<file path="src/hw/rtl/tmrc_pkg.sv">
// Package: payload types, register codes and arithmetic helpers of the motion conditioner.
`timescale 1ns / 1ps
`default_nettype none

package tmrc_pkg;

   localparam int ACC_W     = 26;
   localparam int FRAC_BITS = 14;

   typedef struct packed {
      logic [7:0]        sensor_id;
      logic [7:0]        motion_status;
      logic signed [7:0] raw_x;
      logic signed [7:0] raw_y;
      logic              scroll_mode;
   } req_type;

   typedef struct packed {
      logic              configure_request;
      logic [2:0]        configure_resolution;
      logic              sensor_ready;
      logic [1:0]        report_kind;
      logic signed [7:0] pointer_x;
      logic signed [7:0] pointer_y;
      logic signed [7:0] wheel_h;
      logic signed [7:0] wheel_v;
   } rsp_type;

   typedef struct packed {
      logic enable;
      logic accumulate;
      logic subtract;
   } mac_op_type;

   localparam logic [1:0] CSR_COSINE     = 2'd0;
   localparam logic [1:0] CSR_SINE       = 2'd1;
   localparam logic [1:0] CSR_RESOLUTION = 2'd2;

   localparam logic [1:0] KIND_NONE    = 2'd0;
   localparam logic [1:0] KIND_POINTER = 2'd1;
   localparam logic [1:0] KIND_SCROLL  = 2'd2;
   localparam logic [1:0] KIND_SKIP    = 2'd3;

   localparam logic signed [15:0] COSINE_RESET = 16'sd16384;
   localparam logic [7:0]         READY_ID     = 8'h30;
   localparam int                 MOTION_BIT   = 7;
   localparam logic [5:0]         CHECK_LAST   = 6'd49;
   localparam logic [2:0]         SCROLL_LAST  = 3'd4;
   localparam logic [2:0]         MAX_RES      = 3'd5;

   localparam logic signed [ACC_W-1:0] SLOW_LIMIT_SQ = ACC_W'(400);
   localparam logic signed [ACC_W-1:0] ROUND_BIAS    = ACC_W'((1 << FRAC_BITS) - 1);
   localparam logic signed [ACC_W-1:0] SAT_MAX       = ACC_W'(127);
   localparam logic signed [ACC_W-1:0] SAT_MIN       = -ACC_W'(128);

   // Q12.14 sum to 8 bits: truncate toward zero, then saturate.
   function automatic logic signed [7:0] scale_sat(input logic signed [ACC_W-1:0] acc);
      logic signed [ACC_W-1:0] biased;
      logic signed [ACC_W-1:0] q;
      biased = acc[ACC_W-1] ? acc + ROUND_BIAS : acc;
      q = biased >>> FRAC_BITS;
      if (q > SAT_MAX) begin
         q = SAT_MAX;
      end else if (q < SAT_MIN) begin
         q = SAT_MIN;
      end
      return q[7:0];
   endfunction

   // Halve, rounding away from zero.
   function automatic logic signed [7:0] halve_away(input logic signed [7:0] v);
      logic signed [8:0] w;
      w = v;
      if (v < 0) begin
         w = w >>> 1;
      end else begin
         w = (w + 9'sd1) >>> 1;
      end
      return w[7:0];
   endfunction

endpackage

`default_nettype wire

</file>
<file path="src/hw/rtl/trackball_motion_rotate_conditioner.sv">
// Top level: sequencer, state and output register of the trackball motion conditioner.
//
//  channel  ports                                     role
//  req      req_valid, req_ready, req_data            scan tick in, one transaction per tick
//  rsp      rsp_valid, rsp_ready, rsp_data            one result per tick, registered
//  csr      csr_we, csr_index, csr_wdata              register write, no wait, no read-back
//
// A tick with motion on a ready sensor steps through accept, six passes through the
// shared 8x16 multiplier (two rotated axes, two squares) and one result state.
// A tick without motion skips the passes. req_ready is high only while the sequencer idles.
// Reset is synchronous and needs no clearing pass; the result cycle holds while the
// output register is still full and rsp_ready is low.
`timescale 1ns / 1ps
`default_nettype none

module trackball_motion_rotate_conditioner
   import tmrc_pkg::*;
(
   input  wire logic        clock,
   input  wire logic        reset,
   input  wire logic        req_valid,
   output logic             req_ready,
   input  wire req_type     req_data,
   output logic             rsp_valid,
   input  wire logic        rsp_ready,
   output rsp_type          rsp_data,
   input  wire logic        csr_we,
   input  wire logic [1:0]  csr_index,
   input  wire logic [15:0] csr_wdata
);

   localparam logic [2:0] ST_IDLE = 3'd0;
   localparam logic [2:0] ST_XC   = 3'd1;
   localparam logic [2:0] ST_YS   = 3'd2;
   localparam logic [2:0] ST_XS   = 3'd3;
   localparam logic [2:0] ST_YC   = 3'd4;
   localparam logic [2:0] ST_SQX  = 3'd5;
   localparam logic [2:0] ST_SQY  = 3'd6;
   localparam logic [2:0] ST_FIN  = 3'd7;

   logic [2:0]         state_ff, state_in;
   logic [5:0]         phase_ff, phase_in;
   logic [2:0]         sub_ff, sub_in;
   logic               ready_ff, ready_in;
   logic [7:0]         last_id_ff, last_id_in;
   logic signed [15:0] cos_ff, cos_in;
   logic signed [15:0] sin_ff, sin_in;
   logic [2:0]         res_ff, res_in;
   logic               rsp_valid_ff, rsp_valid_in;
   rsp_type            rsp_data_ff, rsp_data_in;

   logic               cfg_req_ff, cfg_req_in;
   logic [2:0]         cfg_res_ff, cfg_res_in;
   logic               motion_ff, motion_in;
   logic               scroll_ff, scroll_in;
   logic               cadence_ff, cadence_in;
   logic signed [7:0]  x_ff, x_in;
   logic signed [7:0]  y_ff, y_in;
   logic signed [7:0]  ox_ff, ox_in;
   logic signed [7:0]  oy_ff, oy_in;

   mac_op_type              mac_op;
   logic signed [7:0]       mac_a;
   logic signed [15:0]      mac_b;
   logic signed [ACC_W-1:0] mac_acc;

   logic              accept;
   logic              check;
   logic              id_ok;
   logic              slow;
   logic signed [7:0] fx, fy;

   tmrc_mac u_mac (
      .clock (clock),
      .op    (mac_op),
      .a     (mac_a),
      .b     (mac_b),
      .acc   (mac_acc)
   );

   assign req_ready = (state_ff == ST_IDLE);
   assign accept    = req_valid && req_ready;
   assign check     = (phase_ff == '0);
   assign id_ok     = (req_data.sensor_id == READY_ID);
   assign slow      = (mac_acc < SLOW_LIMIT_SQ);
   assign fx        = slow ? halve_away(ox_ff) : ox_ff;
   assign fy        = slow ? halve_away(oy_ff) : oy_ff;

   // operand selection for the shared unit
   always_comb begin
      mac_op = '0;
      mac_a  = x_ff;
      mac_b  = cos_ff;
      unique case (state_ff)
         ST_XC: begin
            mac_op.enable = 1'b1;
         end
         ST_YS: begin
            mac_op = '{enable: 1'b1, accumulate: 1'b1, subtract: 1'b1};
            mac_a  = y_ff;
            mac_b  = sin_ff;
         end
         ST_XS: begin
            mac_op.enable = 1'b1;
            mac_b         = sin_ff;
         end
         ST_YC: begin
            mac_op = '{enable: 1'b1, accumulate: 1'b1, subtract: 1'b0};
            mac_a  = y_ff;
         end
         ST_SQX: begin
            mac_op.enable = 1'b1;
            mac_a         = ox_ff;
            mac_b         = 16'(ox_ff);
         end
         ST_SQY: begin
            mac_op = '{enable: 1'b1, accumulate: 1'b1, subtract: 1'b0};
            mac_a  = oy_ff;
            mac_b  = 16'(oy_ff);
         end
         ST_IDLE, ST_FIN: begin
         end
         default: begin
         end
      endcase
   end

   always_comb begin
      state_in     = state_ff;
      phase_in     = phase_ff;
      sub_in       = sub_ff;
      ready_in     = ready_ff;
      last_id_in   = last_id_ff;
      cos_in       = cos_ff;
      sin_in       = sin_ff;
      res_in       = res_ff;
      rsp_valid_in = rsp_valid_ff && !rsp_ready;
      rsp_data_in  = rsp_data_ff;
      cfg_req_in   = cfg_req_ff;
      cfg_res_in   = cfg_res_ff;
      motion_in    = motion_ff;
      scroll_in    = scroll_ff;
      cadence_in   = cadence_ff;
      x_in         = x_ff;
      y_in         = y_ff;
      ox_in        = ox_ff;
      oy_in        = oy_ff;

      if (csr_we) begin
         unique case (csr_index)
            CSR_COSINE:     cos_in = csr_wdata;
            CSR_SINE:       sin_in = csr_wdata;
            CSR_RESOLUTION: res_in = csr_wdata[2:0];
            default: begin
            end
         endcase
      end

      unique case (state_ff)
         ST_IDLE: begin
            if (accept) begin
               phase_in   = (phase_ff == CHECK_LAST) ? '0 : phase_ff + 6'd1;
               sub_in     = (sub_ff == SCROLL_LAST) ? '0 : sub_ff + 3'd1;
               cadence_in = (sub_ff == SCROLL_LAST);
               cfg_req_in = 1'b0;
               cfg_res_in = '0;
               ready_in   = ready_ff;
               if (check && (req_data.sensor_id != last_id_ff)) begin
                  ready_in   = id_ok;
                  last_id_in = req_data.sensor_id;
                  if (id_ok) begin
                     cfg_req_in = 1'b1;
                     cfg_res_in = (res_ff > MAX_RES) ? MAX_RES : res_ff;
                  end
               end
               motion_in = ready_in && req_data.motion_status[MOTION_BIT];
               scroll_in = req_data.scroll_mode;
               x_in      = req_data.raw_y;
               y_in      = -req_data.raw_x;
               state_in  = motion_in ? ST_XC : ST_FIN;
            end
         end
         ST_XC:  state_in = ST_YS;
         ST_YS:  state_in = ST_XS;
         ST_XS: begin
            ox_in    = scale_sat(mac_acc);
            state_in = ST_YC;
         end
         ST_YC:  state_in = ST_SQX;
         ST_SQX: begin
            oy_in    = scale_sat(mac_acc);
            state_in = ST_SQY;
         end
         ST_SQY: state_in = ST_FIN;
         ST_FIN: begin
            if (!rsp_valid_ff || rsp_ready) begin
               rsp_data_in                      = '0;
               rsp_data_in.configure_request    = cfg_req_ff;
               rsp_data_in.configure_resolution = cfg_res_ff;
               rsp_data_in.sensor_ready         = ready_ff;
               rsp_data_in.report_kind          = KIND_NONE;
               if (motion_ff) begin
                  if (!scroll_ff) begin
                     rsp_data_in.report_kind = KIND_POINTER;
                     rsp_data_in.pointer_x   = fx;
                     rsp_data_in.pointer_y   = fy;
                  end else if (cadence_ff) begin
                     rsp_data_in.report_kind = KIND_SCROLL;
                     rsp_data_in.wheel_h     = fx;
                     rsp_data_in.wheel_v     = -fy;
                  end else begin
                     rsp_data_in.report_kind = KIND_SKIP;
                  end
               end
               rsp_valid_in = 1'b1;
               state_in     = ST_IDLE;
            end
         end
         default: state_in = ST_IDLE;
      endcase
   end

   always_ff @(posedge clock) begin
      if (reset) begin
         state_ff     <= ST_IDLE;
         phase_ff     <= '0;
         sub_ff       <= '0;
         ready_ff     <= 1'b0;
         last_id_ff   <= '0;
         cos_ff       <= COSINE_RESET;
         sin_ff       <= '0;
         res_ff       <= '0;
         rsp_valid_ff <= 1'b0;
      end else begin
         state_ff     <= state_in;
         phase_ff     <= phase_in;
         sub_ff       <= sub_in;
         ready_ff     <= ready_in;
         last_id_ff   <= last_id_in;
         cos_ff       <= cos_in;
         sin_ff       <= sin_in;
         res_ff       <= res_in;
         rsp_valid_ff <= rsp_valid_in;
      end
   end

   always_ff @(posedge clock) begin
      rsp_data_ff <= rsp_data_in;
      cfg_req_ff  <= cfg_req_in;
      cfg_res_ff  <= cfg_res_in;
      motion_ff   <= motion_in;
      scroll_ff   <= scroll_in;
      cadence_ff  <= cadence_in;
      x_ff        <= x_in;
      y_ff        <= y_in;
      ox_ff       <= ox_in;
      oy_ff       <= oy_in;
   end

   assign rsp_valid = rsp_valid_ff;
   assign rsp_data  = rsp_data_ff;

endmodule

`default_nettype wire

</file>
<file path="src/hw/rtl/tmrc_mac.sv">
// Shared 8x16 signed multiply-accumulate unit.
`timescale 1ns / 1ps
`default_nettype none

module tmrc_mac
   import tmrc_pkg::*;
(
   input  wire logic                    clock,
   input  wire mac_op_type              op,
   input  wire logic signed [7:0]       a,
   input  wire logic signed [15:0]      b,
   output logic signed [ACC_W-1:0]      acc
);

   logic signed [23:0]      product;
   logic signed [ACC_W-1:0] base;
   logic signed [ACC_W-1:0] acc_in;
   logic signed [ACC_W-1:0] acc_ff;

   always_comb begin
      product = a * b;
      base    = op.accumulate ? acc_ff : '0;
      acc_in  = op.subtract ? base - ACC_W'(product) : base + ACC_W'(product);
   end

   always_ff @(posedge clock) begin
      if (op.enable) begin
         acc_ff <= acc_in;
      end
   end

   assign acc = acc_ff;

endmodule

`default_nettype wire

</file>
<file path="config.mk">
export PLATFORM = sky130hd
export DESIGN_NAME = trackball_motion_rotate_conditioner
export DESIGN_NICKNAME = d
export VERILOG_FILES = /design/src/hw/rtl/tmrc_pkg.sv /design/src/hw/rtl/trackball_motion_rotate_conditioner.sv /design/src/hw/rtl/tmrc_mac.sv
export SDC_FILE = /design/constraint.sdc
export NUM_CORES = 1
export LEC_CHECK = 0
export ABC_AREA = 1
export BUFFER_PORTS_ARGS = -buffer_cell sky130_fd_sc_hd__buf_2
export CAP_MARGIN = 10
export CORE_ASPECT_RATIO = 1.4
export CORE_MARGIN = 2
export CORE_UTILIZATION = 55
export CTS_CLUSTER_DIAMETER = 60
export CTS_CLUSTER_SIZE = 12
export DETAILED_ROUTE_END_ITERATION = 16
export PLACE_DENSITY = 0.82
export RECOVER_POWER = 100
export SYNTH_ARGS = -nofsm -noshare
export SYNTH_HDL_FRONTEND = slang
export SYNTH_SLANG_ARGS = --single-unit
</file>
<file path="constraint.sdc">
create_clock -name clock -period 7.05 [get_ports clock]
set_input_delay 0.3525 -clock clock [delete_from_list [all_inputs] [get_ports clock]]
set_output_delay 0.3525 -clock clock [all_outputs]
set_load 0.01 [all_outputs]
</file>
==> run_results.csv <==
group,metric,value,unit
timing,finClkSkew,0.00977,ns
timing,final_hold_viol_count,0,
logic_synthesis,synth.largest_area_cell,"sky130_fd_sc_hd__edfxtp_1",
layout,syn2layout_area_growth,26.1,%
timing,setup-violations-final,10,
logic_synthesis,combinational_family_with_the_most_area_after_synthesis,"simple AND/OR/NAND/NOR gates",
logic_synthesis,synth-async-reset-ratio,0,%
place,globalplace.congestion,0.934,
route,drt_first_pass_iters,7,
global_routing,global_route_wire_length_before_repair,63800,um
critical_path,critPathArrivalTime,7.51,ns
critical_path,worst-endpoint-required,7.25,ns
place,dp_hpwl,30400,um
floorplanning,floorplan.die_area,27300,sq um
timing,fin_setup_tns,-1.44,ns
floorplanning,fp.coreArea,25500,sq um
route,via_count,13700,
logic_synthesis,synth_flop_cell,"sky130_fd_sc_hd__edfxtp_1",
timing,timing.max_slew.rel_slack,17.5,%
clocking,cts_tree,"yes",
outcome,run_status,"complete, but fails checks",
flow_run,max_cap_violations,0,
logic_synthesis,synthesized_netlist_net_count,2157,
global_routing,gr-usage-all-layers,29.1,%
global_routing,vias_in_the_first_global_route,13800,
logic_synthesis,synth_mux_area_share,0,%
route,postRouteAntennaNets,0,
route,detailedRoute.firstIterationViolations,882,
clocking,htree_levels,4,
clocking,tritoncts.num_buffers,17,
logic_synthesis,distinct_cell_type_count_after_synthesis,47,
global_routing,grt_overflow_total,0,
clocking,clk_transition_reported_paths,0.07,ns
logic_synthesis,yosys.area_share.adder,21.5,%
critical_path,cp-end-kind,"flip-flop",
floorplanning,io_pins,97,
critical_path,criticalPathCategory,"flip-flop to flip-flop",
hold_path,timing.hold.worst.class,"primary input to flip-flop",
logic_synthesis,synth_sequential_area_ratio,29.8,%
logic_synthesis,edff_count_synth,104,
logic_synthesis,synth_simple_gate_area_share,24.8,%
layout,total_area_of_multi_input_combinational_cells,9190,sq um
logic_synthesis,post-synth-top-count-cell,"sky130_fd_sc_hd__inv_1",
layout,net_count_final,2446,
hold_path,hold-path-cell-count,1,
clocking,clock_insertion_delay_at_the_later_pin_of_the_skew_report,0.45,ns
global_routing,initial_antenna_violation_count,2,
critical_path,reg2reg_depth,38,
floorplanning,floorplan.die.height,195,um
route,finalWirelength,40300,um
clocking,clk_root_buffer_cell,"sky130_fd_sc_hd__clkbuf_16",
timing,layout_worst_path_cycle_share,104,%
floorplanning,floorplan_row_count,69,
critical_path,critical_path.max_stage_delay,0.57,ns
clocking,clock_sink_count,161,
logic_synthesis,postSynthCellCount,1917,
place,place.port_buffers,89,
floorplanning,chipWidth,140,um
logic_synthesis,post_synth_xor_area_fraction,4.22,%
timing,unrepaired_setup_endpoints_after_global_routing,"yes",
global_routing,grt_start_max_net_pins,43,
clocking,post_cts_hold_buffer_count,0,
route,remaining_drc_errors,0,
timing,report.final.slew_viol_count,0,
critical_path,setup.worst_path.start_class,"flip-flop",
timing,worst_slew_pin_slew,1.24,ns
logic_synthesis,synth_largest_type_area_fraction,21.8,%
layout,sequential_cell_area,4270,sq um
logic_synthesis,postSynthRegisterBits,161,
layout,post_route_cells_drive_above_1_share,22.8,%
logic_synthesis,syn-mean-instance-area,7.47,sq um
outcome,violations,"negative setup slack",
logic_synthesis,synth_area,14300,sq um
timing,min_period,7.31,ns
timing,timing.final.ws_setup,-0.258,ns
layout,fillCellCount,1820,
clocking,max-clock-path-buffers,2,
critical_path,cpMostUsedCell,"sky130_fd_sc_hd__nand2_1",
critical_path,critical_path.slowest_cell,"sky130_fd_sc_hd__fa_1",
route,post_drt_wl_per_cell,15.9,um
critical_path,timing.critical_path.fanout_max,6,
timing,max_freq,0.137,GHz
floorplanning,initial_core_utilization,56.2,%
logic_synthesis,synth_compound_gate_area_share,8.35,%
route,drt-vias-per-instance,5.40,
logic_synthesis,yosys-top-cells-area,"sky130_fd_sc_hd__edfxtp_1 22%, sky130_fd_sc_hd__fa_1 15%, sky130_fd_sc_hd__inv_1 10%",
logic_synthesis,yosys-top-cells-count,"389 x sky130_fd_sc_hd__inv_1, 364 x sky130_fd_sc_hd__nand2_1, 334 x sky130_fd_sc_hd__nor2_1",
logic_synthesis,synthesis.yosys.warnings,0,
## kinds of logic after synthesis
family | count (synthesis)
compound gates | 219
simple gates | 856
flops | 161
fa+ha+maj | 184
buf+inv | 428
xor+xnor | 69
## layout by cell type, fill, tap and decap left out, types with 20 or more instances in the layout
cell type and n:
sky130_fd_sc_hd__a21oi_1 71, sky130_fd_sc_hd__buf_2 86, sky130_fd_sc_hd__buf_4 201, sky130_fd_sc_hd__dfxtp_1 54, sky130_fd_sc_hd__edfxtp_1 104, sky130_fd_sc_hd__fa_1 103
sky130_fd_sc_hd__ha_1 61, sky130_fd_sc_hd__inv_1 375, sky130_fd_sc_hd__nand2_1 334, sky130_fd_sc_hd__nand2_2 28, sky130_fd_sc_hd__nand3_1 68, sky130_fd_sc_hd__nand4_1 31
sky130_fd_sc_hd__nor2_1 288, sky130_fd_sc_hd__nor2_2 44, sky130_fd_sc_hd__o21ai_0 81, sky130_fd_sc_hd__xnor2_1 20, sky130_fd_sc_hd__xor2_1 48
## worst max-delay path, delay by kind of cell, from the launching register on
family	cells	cell delay, ns
fa+ha+maj	6	2.76
simple gates	13	1.31
compound gates	6	1.04
flops	1	0.36
xor+xnor	2	0.31
buf+inv	11	1.28
## per-layer routing
metal	global-route usage, %	share of wire, %	vias to the layer above
li1	-	-	6580
met1	30.9	36	6386
met2	54.5	53	588
met3	4.14	5.5	165
met4	16.4	6.0	0
met5	0	0	-
## sequential cells by signal (all words and copies together), names as in the netlist
signal,count
cfg_res_ff,3
rsp_data,39
ready_ff,1
cadence_ff,1
u_mac.acc,26
cfg_req_ff,1
ox_ff,8
sin_ff,16
y_ff,8
motion_ff,1
rsp_valid,1
res_ff,3
sub_ff,3
oy_ff,8
cos_ff,16
scroll_ff,1
phase_ff,6
x_ff,8
last_id_ff,8
state_ff,3
## repair_timing
| item | in CTS | in global routing |
|---|---|---|
| buffers inserted | 7 | 4 |
| gates resized for setup | 106 | 83 |
| endpoints found under the setup margin | 14 | 16 |
| pin swaps | 16 | 25 |
| gates cloned | 1 | 0 |
## final cells by class
type | count | area share, %
well taps | 319 | 2.21
clock buffers | 21 | 2.79
clock inverters | 11 | 0.465
multi-input cells | 1329 | 50.9
flip-flops and latches | 161 | 23.7
diodes | 1 | 0.0139
inverters | 397 | 8.34
repair buffers | 300 | 11.6
## path summary, 6_finish.rpt
kind	from	endpoint	slack [ns]
setup / recovery	state_ff[0]	u_mac.acc[16]	-0.26
hold / removal	req_data[8]	x_ff[7]	0.09
hold reg to reg	cfg_res_ff[2]	rsp_data[37]	0.42
setup reg to reg	state_ff[0]	u_mac.acc[16]	-0.26
## through the flow
stage          setup WS (ns)  instance area (sq um)  hold slack, ns  instances  utilization (%)
2_1_floorplan         0.0243                  14300           0.400       1917                -
3_3_place_gp          -0.344                  16600           0.404       2494             65.1
3_5_place_dp          -0.524                  16600           0.405       2494             65.1
4_1_cts              0.00460                  17700          0.0837       2534             69.6
5_1_grt               -0.550                  18000          0.0876       2539             70.9
6_report              -0.258                  18000          0.0904       2539             70.9
Power is not shown: default switching activity piles up to over one toggle a cycle in this logic, so the estimate is an artifact.
